===== src/sv/skep_pkg.sv =====
// Shared constants, command/status types and step codes for the k-mer edge packer.
// No dependencies; imported by every module of the block.
package skep_pkg;

  localparam int MAX_EDGE_BASES = 64;
  localparam int MULTI_BITS     = 16;
  localparam int MAX_WORDS      = 5;
  localparam int WORD_W         = 32;
  localparam int BASES_PER_WORD = WORD_W / 2;

  localparam int KMER_W  = 8;
  localparam int STEP_W  = 5;
  localparam int LEN_W   = 32;
  localparam int PRIOR_W = 24;
  localparam int E_W     = 9;

  localparam logic [KMER_W-1:0] KMER_RESET = 8'd21;
  localparam logic [STEP_W-1:0] STEP_RESET = 5'd10;

  localparam int   APB_ADDR_W = 3;
  localparam logic REG_KMER   = 1'b0;
  localparam logic REG_STEP   = 1'b1;

  localparam int WIN_W     = 2 * MAX_EDGE_BASES;
  localparam int PAD_BASES = (MAX_EDGE_BASES > BASES_PER_WORD * MAX_WORDS) ?
                             MAX_EDGE_BASES : BASES_PER_WORD * MAX_WORDS;
  localparam int NW_W      = $clog2(MAX_WORDS + 1);

  // multiplicity conversion widths
  localparam int EB_W      = $clog2(MAX_EDGE_BASES + 1);
  localparam int D_W       = 6;
  localparam int DE_W      = D_W + EB_W;
  localparam int DEN_W     = DE_W + LEN_W;
  localparam int DEN2_W    = DEN_W + 9;
  localparam int S1_W      = 2 * D_W;
  localparam int S_W       = LEN_W + D_W;
  localparam int S_HI_W    = S_W - 32;
  localparam int PK_W      = PRIOR_W + KMER_W;
  localparam int PHI_W     = PK_W + S_HI_W;
  localparam int N_W       = PK_W + S_W;
  localparam int DVD_W     = N_W + 2;
  localparam int DIV_STEPS = DVD_W;
  localparam int CNT_W     = $clog2(DIV_STEPS);

  localparam int CONV_STEPS = 8;
  localparam int CS_W       = $clog2(CONV_STEPS);

  localparam logic [CS_W-1:0] CS_LEN   = 3'd0;
  localparam logic [CS_W-1:0] CS_RANGE = 3'd1;
  localparam logic [CS_W-1:0] CS_SPAN  = 3'd2;
  localparam logic [CS_W-1:0] CS_PART  = 3'd3;
  localparam logic [CS_W-1:0] CS_SUM   = 3'd4;
  localparam logic [CS_W-1:0] CS_MUL   = 3'd5;
  localparam logic [CS_W-1:0] CS_ACC   = 3'd6;
  localparam logic [CS_W-1:0] CS_DVD   = 3'd7;

  typedef struct packed {
    logic            take;
    logic            conv;
    logic [CS_W-1:0] conv_step;
    logic            div_step;
    logic            fin;
    logic            load;
    logic [NW_W-1:0] word_idx;
    logic            word_last;
  } skep_cmd_t;

  typedef struct packed {
    logic            start_conv;
    logic            do_emit;
    logic [NW_W-1:0] nw;
    logic            out_free;
  } skep_stat_t;

endpackage


===== src/sv/skep_regs.sv =====
// APB register file: k-mer size and step size.
// Depends on skep_pkg.
module skep_regs import skep_pkg::*; (
  input  logic                  clk_i,
  input  logic                  rst_ni,
  input  logic                  psel,
  input  logic                  penable,
  input  logic                  pwrite,
  input  logic [APB_ADDR_W-1:0] paddr,
  input  logic [31:0]           pwdata,
  output logic [31:0]           prdata,
  output logic                  pready,
  output logic [KMER_W-1:0]     kmer_size_o,
  output logic [STEP_W-1:0]     step_size_o
);

  logic              wr;
  logic              idx;
  logic [KMER_W-1:0] kmer_q;
  logic [STEP_W-1:0] step_q;

  assign pready = 1'b1;
  assign wr     = psel && penable && pwrite;
  assign idx    = paddr[APB_ADDR_W-1];

  always_ff @(posedge clk_i or negedge rst_ni) begin
    if (!rst_ni) begin
      kmer_q <= KMER_RESET;
      step_q <= STEP_RESET;
    end else if (wr) begin
      if (idx == REG_KMER) begin
        kmer_q <= pwdata[KMER_W-1:0];
      end else begin
        step_q <= pwdata[STEP_W-1:0];
      end
    end
  end

  always_comb begin
    unique case (idx)
      REG_KMER: prdata = {{(32-KMER_W){1'b0}}, kmer_q};
      REG_STEP: prdata = {{(32-STEP_W){1'b0}}, step_q};
      default:  prdata = '0;
    endcase
  end

  assign kmer_size_o = kmer_q;
  assign step_size_o = step_q;

endmodule


===== config.mk =====
export PLATFORM = sky130hd
export DESIGN_NAME = skep_regs
export DESIGN_NICKNAME = d
export VERILOG_FILES = /design/src/sv/skep_pkg.sv /design/src/sv/skep_regs.sv
export SDC_FILE = /design/constraint.sdc
export NUM_CORES = 1
export LEC_CHECK = 0
export BUFFER_PORTS_ARGS = -buffer_cell sky130_fd_sc_hd__buf_2
export CAP_MARGIN = 25
export CELL_PAD_IN_SITES_DETAIL_PLACEMENT = 1
export CELL_PAD_IN_SITES_GLOBAL_PLACEMENT = 2
export CORE_ASPECT_RATIO = 0.75
export CORE_MARGIN = 5
export CORE_UTILIZATION = 19
export CTS_BUF_LIST = sky130_fd_sc_hd__clkbuf_4 sky130_fd_sc_hd__clkbuf_8
export DETAILED_ROUTE_END_ITERATION = 8
export PLACE_DENSITY = 0.87
export SLEW_MARGIN = 5
export SYNTH_ARGS = -nofsm -noshare
export SYNTH_HDL_FRONTEND = slang
export SYNTH_SLANG_ARGS = --single-unit
export TNS_END_PERCENT = 100

===== constraint.sdc =====
create_clock -name clk_i -period 1.8 [get_ports clk_i]
set_input_delay 0.09 -clock clk_i [delete_from_list [all_inputs] [get_ports clk_i]]
set_output_delay 0.09 -clock clk_i [all_outputs]
set_load 0.005 [all_outputs]

==> summary.txt, run 1 <==
Run status
  • Status: completed

Worst hold path
  • Hold Crit Depth: 2
  • Hold Path Class: input port to register
  • HP Start: pwdata[6]
  • Hold Path End: kmer_size_o[6]$_DFFE_PN0P_

Route
  • # DRC: 0
  • Routed len/inst: 12.1 um
  • DR iter-0 viols: 1
  • DRT Wirelength: about 1900 um
  • Vias per inst: between 3 and 4
  • First-pass DRT Iterations: 2
  • Routed via count: roughly 500
  • Post-DRT Antenna Nets: 0

Final layout
  • Syn-to-layout area delta: 23.3%
  • Nets: around 140
  • Layout Cells excl Fill: around 160
  • ANT cells: 0
  • Finished Cell Area: roughly 1000 um2
  • Layout cells sized above 1: between 60% and 70%

Critical path
  • Buf/Inv on CP: 1
  • R2R Path End: step_size_o[4]$_DFFE_PN0P_
  • Launching point of the worst reg2reg path: step_size_o[4]$_DFFE_PN0P_
  • R2R cell count: 1
  • Worst-path cell chain: mux2_2 -> buf_2
  • Max stage delay cell, worst path: dfstp_2
  • R2r setup slk: about 1 ns
  • Worst EP arrival: 1.02 ns
  • Critical path required time: roughly 1.7 ns
  • Crit. End Element: primary output
  • Crit path kind: register to primary output
  • CP delay by family, top: flip-flops
  • CP max stage delay: between 0.5 and 0.6 ns
  • CP Launch Type: register
  • CP max FO: 3

GRT
  • First-pass GRT wire length: about 2800 um
  • GR Util All Layers: slightly below 7%
  • GR Util met3: less than 1%
  • Largest net degree at the start of global routing: 14
  • M1 GR Usage: a little under 6%
  • Overflow after GRT: 0
  • Vias in the first global route: about 500
  • GR met2 Demand/Resource: between 10 and 15%
  • Grt peak-use layer: met2
  • Initial antenna violation count: 0

STA
  • Post-route worst setup slack: 0.693 ns
  • Final setup violation count: 0
  • Clk_skew: 0 ns
  • Period utilisation layout: 61.5%
  • RSZ-0062 raised after global routing: no
  • Post-layout min period: between 1 and 1.5 ns
  • Setup TNS: 0 ns
  • Achievable Freq: about 0.9 GHz
  • Final hold vios: 0
  • Final slew viol count: 0

Logic synthesis
  • Synth Register Bits: 13
  • Synth warn: 0
  • Syn avg cell area: roughly 12 um2
  • Register area share after synthesis: a little over two fifths
  • Post-synthesis cell type count: 9
  • Post-synthesis cell count: 64
  • Post-Synthesis Cell Area: between 700 and 800 um2

Placement
  • Post-DP Area: 922 um2
  • Port Buffers: 34
  • Worst slack at placement: approximately 0.7 ns
  • GP Congestion: roughly 0.62
  • Placed Cells: 150

Clocking
  • Post-CTS sizing: 0
  • CTS tree: yes
  • Worst-skew pair later-pin latency: 0.23 ns
  • Htree depth: 1
  • CTS Sinks: 13
  • Cts hold-fix bufs: 1
  • Postcts setup bufs: 0
  • Cts bufs inserted: 3
  • Root Driver: clkbuf_8
  • CTS clk-pin slew, worst paths: 0.05 ns
  • Clock Tree Buf Depth: 2

Die
  • Die ar.: ~5600 um2
  • Initial Utilization: between 10% and 20%
  • # rows: 20
  • Die Y-Extent: around 66 um
  • Core area: about 4000 um2
  • I/O pins: 86
  • Die outline width: approximately 85 um

Power and ir drop
  • Worst vdd ir: 0.000226 V
  • Leakage: a little over 0.0005 uW
  • PwrDens: 967 nW/um2
  • Tot Pwr: approximately 950 uW

Job
  • Max_cap viols: 0
## cell usage in the layout, fill, tap and decap left out, drive strengths merged
cell	n
conb	25
nor2b	3
mux2	18
dfrtp	8
nand4	1
dlygate4sd3	1
nand4b	1
buf	34
dfstp	5
clkbuf	4
## state kept, by name, indices dropped and copies added (netlist names)
name and flops:
kmer_size_o 8, step_size_o 5
## worst max-delay path by stage
stage,start,endpoint,slack [ns],depth (start not counted)
after floorplan,paddr[2],kmer_size_o[1]$_DFFE_PN0P_,0.96,3
after global placement,paddr[2],kmer_size_o[7]$_DFFE_PN0P_,0.74,3
after detailed placement,paddr[2],kmer_size_o[5]$_DFFE_PN0P_,0.71,3
after CTS,step_size_o[4]$_DFFE_PN0P_,prdata[4],0.68,2
after global routing,kmer_size_o[4]$_DFFE_PN1P_,prdata[4],0.65,2
final,kmer_size_o[4]$_DFFE_PN1P_,prdata[4],0.69,2
## routing by layer
metal,vias up,part of all wire [%]
met5,-,0
met4,0,1.7
met3,2,4.0
met2,12,64
met1,254,30
li1,234,-
## logic make-up after synthesis
family / after synthesis / synth area share (%)
other cells: 2 / 0.944
buf+inv: 26 / 25.0
flops: 13 / 41.7
simple gates: 5 / 6.92
mux: 18 / 25.5
## through the flow
stage                     hold WS, ns  utilization (%)
after global placement        -0.0110             22.7
after CTS                      0.0795             24.2
after global routing           0.0748             24.2
after detailed placement     0.000309             22.7
after floorplan                -0.206                -
final                          0.0865             24.2
## layout make-up
type,count,area [um2]
timing repair buffer,35,180
multi-input combinational,48,352
clock buffer,4,48.8
sequential,13,332
tap,55,68.8
fill,494,3070
## cells in the mapped netlist, drive strengths merged
cell     n  share of area [%]
buf     26                 25
mux2    18                 25
dfrtp    8                 25
dfstp    5                 17
nor2b    3                2.4
conb     2               0.94
nand4    1                1.6
nand4b   1                3.0
## power by group
part / leakage (uW) / internal [uW] / total, uW / switching [uW]
Clock: 0.0000262 / 171 / 265 / 94.4
Sequential: 0.000149 / 376 / 417 / 41.6
Combinational: 0.000332 / 153 / 266 / 112
Power figures use the tool's default switching activity.
==> run 2, diff against run 1 <==
- ABC_AREA: unset -> 1
- CORE_UTILIZATION: 19 -> 14
- PLACE_DENSITY: 0.87 -> 0.76
- clock period: 1.8 -> 1 ns (I/O delays scaled with it)
==> summary.txt, run 2 <==
GRT
  • Grt peak-use layer: met2
  • GR Util met3: 2.74%
  • First-pass GRT wire length: about 3900 um
  • Vias in the first global route: roughly 750
  • GR Util All Layers: between 6 and 7%
  • GR met2 Demand/Resource: a little over a tenth
  • M1 GR Usage: 7.77%
  • Initial antenna violation count: 0
  • Overflow after GRT: 0
  • Largest net degree at the start of global routing: 14

Clocking
  • Worst-skew pair later-pin latency: 0.24 ns
  • Clock Tree Buf Depth: 2
  • CTS tree: yes
  • Htree depth: 1
  • Root Driver: clkbuf_8
  • Cts bufs inserted: 3
  • CTS clk-pin slew, worst paths: 0.06 ns
  • CTS Sinks: 13

Critical path
  • Crit path kind: register to primary output
  • Buf/Inv on CP: 1
  • CP Launch Type: register
  • Max stage delay cell, worst path: dfstp_2
  • Worst-path cell chain: nand2_1 -> nand2_1 -> buf_2
  • Crit. End Element: primary output
  • CP dominant cell by count: nand2_1
  • CP max stage delay: 0.54 ns
  • CP max FO: 3
  • Worst EP arrival: about 0.99 ns
  • Critical path required time: roughly 0.95 ns
  • CP delay by family, top: flip-flops

Final layout
  • Fill count: between 700 and 800
  • Max reg flops: 8
  • Most common cell after layout, fill and taps aside: nand2_1
  • Multi-input logic area: 353 um2
  • Register area: roughly 330 um2
  • Layout cells sized above 1: 35.3%
  • Syn-to-layout area delta: 33.2%
  • ANT cells: 0
  • Layout Cells excl Fill: 228
  • Finished Cell Area: 1090 um2
  • Nets: around 190
  • Commonest non-fill, non-tap cells in the layout: nand2_1, buf_2, conb_1

Logic synthesis
  • Number of synthesized flops with an enable pin: 0
  • Synth top area cells: dfrtp_1, buf_4, nand2_1, dfstp_2, nand3_1
  • Synth warn: 0
  • Post-synthesis cell type count: 13
  • Count leader, synth: nand2_1
  • Top-area cell type share of the netlist area: 24.4%
  • Post-synthesis cell count: between 100 and 150
  • Synth Register Bits: 13
  • Main flop type after synthesis: dfrtp_1
  • Syn avg cell area: 7.54 um2
  • Register area share after synthesis: between 40% and 50%
  • Leading cell types by count after synthesis: nand2_1, buf_4, nand3_1, dfrtp_1, dfstp_2
  • Post-Synthesis Cell Area: roughly 820 um2
  • Cell accounting for the most synthesized area: dfrtp_1
  • Asr flop ratio synth: 100%

STA
  • RSZ-0062 raised after global routing: yes
  • Period utilisation layout: 104%
  • Post-route worst setup slack: -0.0433 ns
  • Post-layout min period: 1.04 ns
  • Final slew viol count: 0
  • Clk_skew: 0 ns
  • Final setup violation count: 7
  • Achievable Freq: approximately 0.96 GHz
  • Final hold vios: 0

Job
  • Max_cap viols: 0

Route
  • Vias per inst: 3.23
  • Post-DRT Antenna Nets: 0
  • Routed via count: ~740
  • DR iter-0 viols: 6
  • First-pass DRT Iterations: 4
  • DRT Wirelength: approximately 2500 um
  • Routed len/inst: about 11 um
  • # DRC: 0

Run status
  • Status: finished, violations left
  • Failing checks: negative setup slack

Die
  • Die Y-Extent: approximately 76 um
  • Die ar.: roughly 7500 um2
  • I/O pins: 86
  • Core area: slightly below 6000 um2
  • Die outline width: 98.5 um
  • # rows: 24
  • Initial Utilization: 14.3%

Power and ir drop
  • Leakage: between 0.0006 and 0.0007 uW
  • Tot Pwr: about 1700 uW
  • PwrDens: ~1500 nW/um2
  • Worst vdd ir: 0.000464 V

Placement
  • Port Buffers: 34
  • GP Congestion: between 0.7 and 0.8
  • DP HPWL: 1990 um
  • Post-DP Area: slightly above 1000 um2
  • Placed Cells: roughly 220

Worst hold path
  • Hold Path Class: input port to register
[run 2: cell count changes in the layout (fill, tap and decap cells not counted), sizes merged, moves of 3 or more]
cell and delta:
nor2 +4, nand3 +13, buf +7, nor2b -3, nand2 +42, mux2 -18, inv +5
[run 2: repair_timing]
action                     in CTS  in global routing
hold buffers                    1                  0
resized for setup               0                  2
setup endpoints to repair       5                  5
hold endpoints to repair       13                  0
buffers inserted                0                  2
pin swaps                       3                  1
[run 2: layer usage]
layer | vias up | wire (um)
met3 | 2 | 218
met4 | 0 | 34
met1 | 333 | 1090
met2 | 31 | 1130
met5 | - | 0
li1 | 370 | -
[run 2: per-stage QoR]
stage | hold WS [ns] | setup WS (ns) | TNS (ns) | util [%]
after floorplan | -0.246 | 0.307 | 0 | -
after global placement | -0.0344 | 0.189 | 0 | 17.5
after detailed placement | -0.0301 | 0.174 | 0 | 17.5
after CTS | 0.0303 | -0.0563 | -0.239 | 18.5
after global routing | 0.0392 | -0.0939 | -0.511 | 19.0
final | 0.0329 | -0.0433 | -0.166 | 19.0
[run 2: worst reg2reg max path: cells and delay by family (launching register included)]
family / cells / cell delay [ns]
simple gates: 2 / 0.11
flops: 1 / 0.53
buf+inv: 1 / 0.11
[run 2: kinds of logic (layout without fill, tap and decap cells)]
logic type | count (synthesis) | after routing | synth area share (%)
flip-flops | 13 | 13 | 40.3
buffers and inverters | 33 | 51 | 27.2
AND/OR/NAND/NOR | 61 | 61 | 31.5
other | 2 | 25 | 0.914
[run 2: final timing paths]
| kind | slack [ns] | startpoint | cells past startpoint | to |
|---|---|---|---|---|
| setup / recovery | -0.04 | kmer_size_o[4]$_DFFE_PN1P_ | 3 | prdata[4] |
| hold / removal | 0.03 | pwdata[4] | 3 | kmer_size_o[4]$_DFFE_PN1P_ |
| setup reg to reg | 0.19 | kmer_size_o[0]$_DFFE_PN1P_ | 3 | kmer_size_o[0]$_DFFE_PN1P_ |
| hold reg to reg | 0.47 | kmer_size_o[2]$_DFFE_PN1P_ | 2 | kmer_size_o[2]$_DFFE_PN1P_ |
| max in group asynchronous | 0.46 | rst_ni | 2 | kmer_size_o[2]$_DFFE_PN1P_ |
| min in group asynchronous | 0.24 | rst_ni | 2 | kmer_size_o[3]$_DFFE_PN0P_ |
[run 2: area by class of cell]
type | instances | area share [%]
clock buffer | 4 | 4.46
inverter | 5 | 1.71
multi-input combinational | 86 | 32.2
sequential | 13 | 30.3
tap | 78 | 8.91
timing repair buffer | 42 | 22.4
[run 2: power by group]
part | internal (uW) | total, uW | switching, uW
registers | 654 | 728 | 74.1
logic | 227 | 471 | 244
clock network | 308 | 493 | 185
