<file path="src/sv/skep_pkg.sv">
// Shared constants, command/status types and step codes for the k-mer edge packer.
// No dependencies; imported by every module of the block.
package skep_pkg;

  localparam int MAX_EDGE_BASES = 64;
  localparam int MULTI_BITS     = 16;
  localparam int MAX_WORDS      = 5;
  localparam int WORD_W         = 32;
  localparam int BASES_PER_WORD = WORD_W / 2;

  localparam int KMER_W  = 8;
  localparam int STEP_W  = 5;
  localparam int LEN_W   = 32;
  localparam int PRIOR_W = 24;
  localparam int E_W     = 9;

  localparam logic [KMER_W-1:0] KMER_RESET = 8'd21;
  localparam logic [STEP_W-1:0] STEP_RESET = 5'd10;

  localparam int   APB_ADDR_W = 3;
  localparam logic REG_KMER   = 1'b0;
  localparam logic REG_STEP   = 1'b1;

  localparam int WIN_W     = 2 * MAX_EDGE_BASES;
  localparam int PAD_BASES = (MAX_EDGE_BASES > BASES_PER_WORD * MAX_WORDS) ?
                             MAX_EDGE_BASES : BASES_PER_WORD * MAX_WORDS;
  localparam int NW_W      = $clog2(MAX_WORDS + 1);

  // multiplicity conversion widths
  localparam int EB_W      = $clog2(MAX_EDGE_BASES + 1);
  localparam int D_W       = 6;
  localparam int DE_W      = D_W + EB_W;
  localparam int DEN_W     = DE_W + LEN_W;
  localparam int DEN2_W    = DEN_W + 9;
  localparam int S1_W      = 2 * D_W;
  localparam int S_W       = LEN_W + D_W;
  localparam int S_HI_W    = S_W - 32;
  localparam int PK_W      = PRIOR_W + KMER_W;
  localparam int PHI_W     = PK_W + S_HI_W;
  localparam int N_W       = PK_W + S_W;
  localparam int DVD_W     = N_W + 2;
  localparam int DIV_STEPS = DVD_W;
  localparam int CNT_W     = $clog2(DIV_STEPS);

  localparam int CONV_STEPS = 8;
  localparam int CS_W       = $clog2(CONV_STEPS);

  localparam logic [CS_W-1:0] CS_LEN   = 3'd0;
  localparam logic [CS_W-1:0] CS_RANGE = 3'd1;
  localparam logic [CS_W-1:0] CS_SPAN  = 3'd2;
  localparam logic [CS_W-1:0] CS_PART  = 3'd3;
  localparam logic [CS_W-1:0] CS_SUM   = 3'd4;
  localparam logic [CS_W-1:0] CS_MUL   = 3'd5;
  localparam logic [CS_W-1:0] CS_ACC   = 3'd6;
  localparam logic [CS_W-1:0] CS_DVD   = 3'd7;

  typedef struct packed {
    logic            take;
    logic            conv;
    logic [CS_W-1:0] conv_step;
    logic            div_step;
    logic            fin;
    logic            load;
    logic [NW_W-1:0] word_idx;
    logic            word_last;
  } skep_cmd_t;

  typedef struct packed {
    logic            start_conv;
    logic            do_emit;
    logic [NW_W-1:0] nw;
    logic            out_free;
  } skep_stat_t;

endpackage

</file>
<file path="src/sv/skep_ctrl.sv">
// Controller: sequences intake, multiplicity conversion, division and word output.
// Depends on skep_pkg.
module skep_ctrl import skep_pkg::*; (
  input  logic       clk_i,
  input  logic       rst_ni,
  input  logic       s_valid_i,
  output logic       s_ready_o,
  input  skep_stat_t stat_i,
  output skep_cmd_t  cmd_o
);

  localparam logic [2:0] ST_IDLE = 3'd0;
  localparam logic [2:0] ST_CONV = 3'd1;
  localparam logic [2:0] ST_DIV  = 3'd2;
  localparam logic [2:0] ST_FIN  = 3'd3;
  localparam logic [2:0] ST_EMIT = 3'd4;

  logic [2:0]       state_q, state_d;
  logic [CNT_W-1:0] cnt_q, cnt_d;
  logic [NW_W-1:0]  nw_q, nw_d;
  logic             emit_q, emit_d;
  logic             take;
  logic             word_last;

  always_comb begin
    state_d   = state_q;
    cnt_d     = cnt_q;
    nw_d      = nw_q;
    emit_d    = emit_q;
    s_ready_o = (state_q == ST_IDLE);
    take      = s_valid_i && s_ready_o;
    word_last = (cnt_q[NW_W-1:0] == nw_q - NW_W'(1));

    cmd_o           = '0;
    cmd_o.take      = take;
    cmd_o.conv_step = cnt_q[CS_W-1:0];
    cmd_o.word_idx  = cnt_q[NW_W-1:0];
    cmd_o.word_last = word_last;

    unique case (state_q)
      ST_IDLE: begin
        if (take) begin
          cnt_d  = '0;
          nw_d   = stat_i.nw;
          emit_d = stat_i.do_emit;
          if (stat_i.start_conv) begin
            state_d = ST_CONV;
          end else if (stat_i.do_emit) begin
            state_d = ST_EMIT;
          end
        end
      end
      ST_CONV: begin
        cmd_o.conv = 1'b1;
        if (cnt_q[CS_W-1:0] == CS_DVD) begin
          state_d = ST_DIV;
          cnt_d   = '0;
        end else begin
          cnt_d = cnt_q + CNT_W'(1);
        end
      end
      ST_DIV: begin
        cmd_o.div_step = 1'b1;
        if (cnt_q == CNT_W'(DIV_STEPS - 1)) begin
          state_d = ST_FIN;
          cnt_d   = '0;
        end else begin
          cnt_d = cnt_q + CNT_W'(1);
        end
      end
      ST_FIN: begin
        cmd_o.fin = 1'b1;
        cnt_d     = '0;
        state_d   = emit_q ? ST_EMIT : ST_IDLE;
      end
      ST_EMIT: begin
        if (stat_i.out_free) begin
          cmd_o.load = 1'b1;
          if (word_last) begin
            state_d = ST_IDLE;
          end else begin
            cnt_d = cnt_q + CNT_W'(1);
          end
        end
      end
      default: state_d = ST_IDLE;
    endcase
  end

  always_ff @(posedge clk_i or negedge rst_ni) begin
    if (!rst_ni) begin
      state_q <= ST_IDLE;
      cnt_q   <= '0;
      nw_q    <= '0;
      emit_q  <= 1'b0;
    end else begin
      state_q <= state_d;
      cnt_q   <= cnt_d;
      nw_q    <= nw_d;
      emit_q  <= emit_d;
    end
  end

endmodule

</file>
<file path="config.mk">
export PLATFORM = sky130hd
export DESIGN_NAME = skep_ctrl
export DESIGN_NICKNAME = d
export VERILOG_FILES = /design/src/sv/skep_pkg.sv /design/src/sv/skep_ctrl.sv
export SDC_FILE = /design/constraint.sdc
export NUM_CORES = 1
export LEC_CHECK = 0
export BUFFER_PORTS_ARGS = -buffer_cell sky130_fd_sc_hd__buf_2
export CAP_MARGIN = 25
export CORE_ASPECT_RATIO = 0.9
export CORE_MARGIN = 2
export CORE_UTILIZATION = 55
export CTS_BUF_LIST = sky130_fd_sc_hd__clkbuf_4 sky130_fd_sc_hd__clkbuf_8 sky130_fd_sc_hd__clkbuf_16
export CTS_CLUSTER_DIAMETER = 60
export DETAILED_ROUTE_END_ITERATION = 7
export PLACE_DENSITY = 0.85
export SETUP_SLACK_MARGIN = 0.05
export SYNTH_ARGS = -nofsm -noshare
export SYNTH_HDL_FRONTEND = slang
export SYNTH_SLANG_ARGS = --single-unit
</file>
<file path="constraint.sdc">
create_clock -name clk_i -period 4.4 [get_ports clk_i]
set_input_delay 0.44 -clock clk_i [delete_from_list [all_inputs] [get_ports clk_i]]
set_output_delay 0.44 -clock clk_i [all_outputs]
set_load 0.005 [all_outputs]
</file>
==> run metrics, run 1 <==
status complete, no violations; Slew Viols, Final 0; hold_buf cts 0; sw power between 200 and 300 uW; Syn Area/Cell 8.99 um^2; cell chosen for the clock root clkbuf_4; grt ovf 0; ANT nets after route 0; Crit. End Element output pin; clock buffer count from CTS 3; post-CTS sizing 0; Switching Share 0.423; layout cells sized above 1 0.269; Seq/Total Area, Yosys 0.367; actual slew at the worst max-slew pin roughly 420 ps; die area roughly 2100 um^2; Rows 14; most frequent cells in the layout 21 x buf_2, 14 x dfrtp_1, 10 x nor2_1, 10 x o21ai_0, 8 x nand2_1; Gate power share 0.547; RSZ-0062 raised after global routing false; top post-synthesis cells by area dfrtp_1 37%, buf_4 6.3%, o21ai_0 5.2%, ha_1 3.9%, nor2_1 3.9%; Initial Util 0.579; Final HPWL DP approximately 1.4 mm; Synth area leader dfrtp_1; peak fanout along the critical path 15; Worst EP arrival 1770 ps; # IOs 22; CTS H-tree depth 1; post-synth cell types 35; P per Cell Area just over 600 nW/um^2; Vias/cell ~5.6; syn nets approximately 120; Syn Inst Count 106; first-pass GRT wire length between 2 and 3 mm; largest net degree at the start of global routing 16; HP Class input port to async pin; Area Overhead vs Synth 9.06%; Flop pwr share 0.340; Clock Sinks 14; Main synth FF type dfrtp_1; clock group share of total power 0.113; Yosys reg bits 14; Die Ht between 40 and 50 um; worst vdd ir between 0.2 and 0.3 mV; DR pass1 iterations 4; cell count of the worst reg-to-reg path 7; core area 1650 um^2; Tcrit/Tclk final 0.502; Final Critical Period ~2200 ps; Ys Warns 0; total routed wirelength 1.81 mm; DR WL/cell roughly 13 um; CP Launch Type register; Int Pwr roughly 370 uW; area share of the largest cell type after synthesis 0.367; die width between 40 and 50 um; initial antenna violation count 0; clk slew on worst S/H paths ~80 ps; CTS tree yes; I/O Buffers 21; kind of critical path register to output pin; Antenna diodes 0; CTS Buffer Depth 2; endpoints failing setup 0; clock skew approximately 1.3 ps; Final Hold Vio Count 0; EDFF count, synth 0; vias in the first global route between 600 and 700; Post-CTS Setup Inserts 0; fillers approximately 140; commonest non-fill, non-tap cell in the layout buf_2; Vias approximately 800; setup TNS 0 ps; Req. time, crit path slightly below 4000 ps; Global Route Usage Sum 0.197; Synth Cell Area between 900 and 1000 um^2; final hold slack 45.3 ps; DRC 0; Async SR Flop Fraction 1.00; Worst-Skew Late Latency around 280 ps; initial detailed-routing violation count 15; max-cap viol count 0; gpl congestion between 0.7 and 0.8; Nets between 100 and 150; f_max ~450 MHz; Max-slew headroom 0.723; Leakage 0.000519 uW
power by group through the flow:
stage / Sequential (uW) / Clock, uW / Combinational (uW)
floorplan: 196 / 0 / 314
global placement: 218 / 0 / 345
detailed placement: 220 / 0 / 349
CTS: 217 / 72.7 / 352
global route: 225 / 78.1 / 393
finish: 217 / 72.2 / 350
stage by stage:
stage                     instances  setup WS (ps)  power, uW  instance area (um^2)   util
after floorplan                 106           2570        510                   953      -
final                           143           2190        639                  1040  0.631
after CTS                       143           2190        641                  1040  0.631
after global placement          140           2430        562                  1020  0.618
after detailed placement        140           2410        569                  1020  0.618
after global routing            143           2100        696                  1040  0.631
cell type report:
type / count / area (um^2) / area share
multi-input cells: 75 / 509 / 0.490
flip-flops and latches: 14 / 350 / 0.337
repair buffers: 21 / 105 / 0.101
well taps: 24 / 30.0 / 0.0289
clock buffers: 3 / 22.5 / 0.0217
inverters: 6 / 22.5 / 0.0217
worst max-delay path, cell delays in order (launching register included):
cell,delay [ps]
dfrtp_1,530
or3_1,460
inv_1,80
and2_1,250
buf_2,160
cells in the mapped netlist, types with 2 or more instances:
master    number
a21oi_1        5
a22o_1         3
buf_4          8
clkbuf_1       3
inv_1          6
nor2_1        10
o21ai_0       10
nand3_1        5
nand2_1        8
and2_1         2
ha_1           3
dfrtp_1       14
nand2b_1       2
nor3_1         2
a21o_1         2
mux2_2         2
or3_1          2
xnor2_1        2
sequential cells by signal, indices dropped and copies added (netlist names):
| name | cells |
|---|---|
| state_q | 3 |
| cnt_q | 7 |
| nw_q | 3 |
| emit_q | 1 |
worst paths after layout:
kind | to | slack [ps] | from
setup / recovery | cmd_o[11] | 2190 | state_q[2]$_DFFE_PN0P_
hold / removal | nw_q[0]$_DFFE_PN0P_ | 50 | rst_ni
setup reg to reg | cnt_q[0]$_DFFE_PN0P_ | 2410 | nw_q[0]$_DFFE_PN0P_
hold reg to reg | emit_q$_DFFE_PN0P_ | 520 | emit_q$_DFFE_PN0P_
max in group asynchronous | cnt_q[0]$_DFFE_PN0P_ | 4110 | rst_ni
min in group clk_i | nw_q[1]$_DFFE_PN0P_ | 360 | stat_i[2]
per-layer routing:
metal / vias to the layer above / track usage / routed length (um)
met3: 4 / 0.0417 / 87
met5: - / 0 / 0
met2: 21 / 0.296 / 832
met1: 377 / 0.265 / 860
met4: 0 / 0.0919 / 27
li1: 397 / - / -
kinds of logic (layout without fill, tap and decap cells):
kind of cell	Yosys count	count (layout)	share of synthesized area
buf+inv	17	30	0.0984
simple gates	38	38	0.215
fa+ha+maj	3	3	0.0394
compound gates	28	28	0.197
mux	3	3	0.0394
xor+xnor	3	3	0.0433
flops	14	14	0.367
No activity file was read; power rests on OpenSTA's default activity.
==> inputs of run 2 (changes only) <==
Settings changed: CORE_UTILIZATION 55 to 52, PLACE_DENSITY 0.85 to 0.81.
Clock period 4.4 ns to 2.2 ns, I/O delays scaled along.
==> run metrics, run 2 (synthesis results as in run 1) <==
slowest CP cell dfrtp_1; hold_buf cts 1 (+1); actual slew at the worst max-slew pin 387 ps (-28.4 ps); Rows 14 (unchanged); Flop pwr share 0.287 (-0.053); Final Hold Vio Count 0 (unchanged); CTS Buffer Depth 2 (unchanged); DR pass1 iterations 4 (unchanged); fillers 163 (+13%); critical path cell sequence inv_1 > ha_1 > xor3_1 > nor3_2 > a221o_2 > nor2_4 > mux2_4; vias in the first global route 776 (+14%); clk slew on worst S/H paths 90 ps (about the same); largest net degree at the start of global routing 15 (-1); max FFs per register 7 (unchanged); Largest regs cnt_q (7), nw_q (3), state_q (3); clock group share of total power 0.138 (+0.025); Final Util 0.644 (+0.0121); Int Pwr 803 uW (+120%); Vias 847 (+6.0%); placed insts 144 (+2.9%); flop2flop setup slack 240 ps (-2170 ps); setup TNS 0 ps (unchanged); HP Class input port to register; DRC 0 (unchanged); P per Cell Area 1250 nW/um^2 (+100%); Top reg by flops cnt_q; core area 1700 um^2 (+3.2%); initial antenna violation count 0 (unchanged); RSZ-0062 raised after global routing false; peak fanout along the critical path 8 (-7); kind of critical path register to register; Worst-Skew Late Latency 280 ps (about the same); Switching Share 0.413 (-0.00979); origin of the critical flop-to-flop path nw_q[0]$_DFFE_PN0P_; Max-slew headroom 0.742 (+0.0190); # IOs 22 (unchanged); Gate power share 0.575 (+0.028); Post-CTS Setup Inserts 0 (unchanged); endpoints failing setup 0 (unchanged); Final Critical Period around 2000 ps; sw power 565 uW (+110%); Req. time, crit path 2380 ps (-1580 ps); Slew Viols, Final 0 (unchanged); ANT nets after route 0 (unchanged); Leakage 0.000551 uW (+6.2%); Global Route Usage Sum 0.201 (+0.00462); total routed wirelength 1.99 mm (+10%); Final Non-Filler Cells 149 (+4.2%); commonest non-fill, non-tap cell in the layout buf_2; status complete, no violations; first-pass GRT wire length 3.28 mm (+13%); Worst EP arrival 2130 ps (+360 ps); cell chosen for the clock root clkbuf_4; grt ovf 0 (unchanged); most frequent cells in the layout 21 x buf_2, 14 x dfrtp_1, 10 x nor2_1, 10 x o21ai_0, 8 x nand2_1; DR WL/cell 13.4 um (+5.7%); Antenna diodes 0 (unchanged); Tcrit/Tclk final 0.889; die width 49.1 um (+2.6%); gpl congestion 0.855 (+9.9%); CP startpoint nw_q[0]$_DFFE_PN0P_; initial detailed-routing violation count 14 (-1); worst vdd ir 0.779 mV (+170%); max-cap viol count 0 (unchanged); Die Ht 44.6 um (+2.6%); delay of the slowest cell on the worst path 370 ps (-160 ps); die area 2190 um^2 (+5.3%); Nets 138 (+3.8%); post-CTS sizing 0 (unchanged); Vias/cell 5.68 (+1.7%); I/O Buffers 21 (unchanged); clock skew 9.04 ps (+7.78 ps); Initial Util 0.561 (-0.0179); f_max between 500 and 600 MHz; Hold Startpoint stat_i[1]; layout cells sized above 1 0.296 (+0.0271); Area Overhead vs Synth 14.7%; clock buffer count from CTS 3 (unchanged); CTS tree yes; CTS H-tree depth 1 (unchanged); Clock Sinks 14 (unchanged); Final HPWL DP 1.53 mm (+10%); CP Launch Type register; Crit. End Element register
## run 2: layout make-up
class	count	area, um^2	share of cell area
flip-flops and latches	14	350	0.320
inverters	6	22.5	0.0206
multi-input cells	75	509	0.466
clock buffers	4	36.3	0.0332
well taps	24	30.0	0.0275
repair buffers	26	145	0.133
## run 2: through the flow
step | power, uW | worst slack [ps] | instance area [um^2] | hold slack (ps)
after floorplan | 1020 | 369 | 953 | -75.6
after global placement | 1140 | 324 | 1050 | 128
after detailed placement | 1180 | 235 | 1050 | 129
after CTS | 1370 | 229 | 1090 | 158
after global routing | 1480 | 103 | 1090 | 179
final | 1370 | 244 | 1090 | 157
## run 2: routing by layer
| metal | share of wire | wire length [um] | vias to the layer above | GRT usage |
|---|---|---|---|---|
| li1 | - | - | 410 | - |
| met1 | 0.43 | 865 | 404 | 0.244 |
| met2 | 0.50 | 986 | 27 | 0.343 |
| met3 | 0.051 | 101 | 6 | 0.0439 |
| met4 | 0.019 | 38 | 0 | 0.103 |
| met5 | 0 | 0 | - | 0 |
## run 2: final timing paths
check,endpoint,cells past startpoint
min in group asynchronous,cnt_q[4]$_DFFE_PN0P_,2
hold reg to reg,nw_q[2]$_DFFE_PN0P_,1
setup reg to reg,cnt_q[0]$_DFFE_PN0P_,7
max in group asynchronous,nw_q[1]$_DFFE_PN0P_,2
setup / recovery,cnt_q[0]$_DFFE_PN0P_,7
hold / removal,nw_q[0]$_DFFE_PN0P_,3
## run 2: power groups by stage
| stage | registers [uW] | logic (uW) | clock network [uW] |
|---|---|---|---|
| finish | 392 | 787 | 188 |
| detailed placement | 400 | 783 | 0 |
| floorplan | 393 | 628 | 0 |
| CTS | 394 | 791 | 189 |
| global placement | 393 | 752 | 0 |
| global route | 405 | 879 | 200 |
## run 2: worst max-delay path, delay by kind of cell (launching register included)
family | cells | cell delay [ps]
AO/OA/AOI/OAI | 1 | 320
XOR/XNOR | 1 | 350
adder cells (fa/ha/maj) | 1 | 200
buffers and inverters | 1 | 60
flip-flops | 1 | 370
multiplexers | 1 | 270
AND/OR/NAND/NOR | 2 | 290
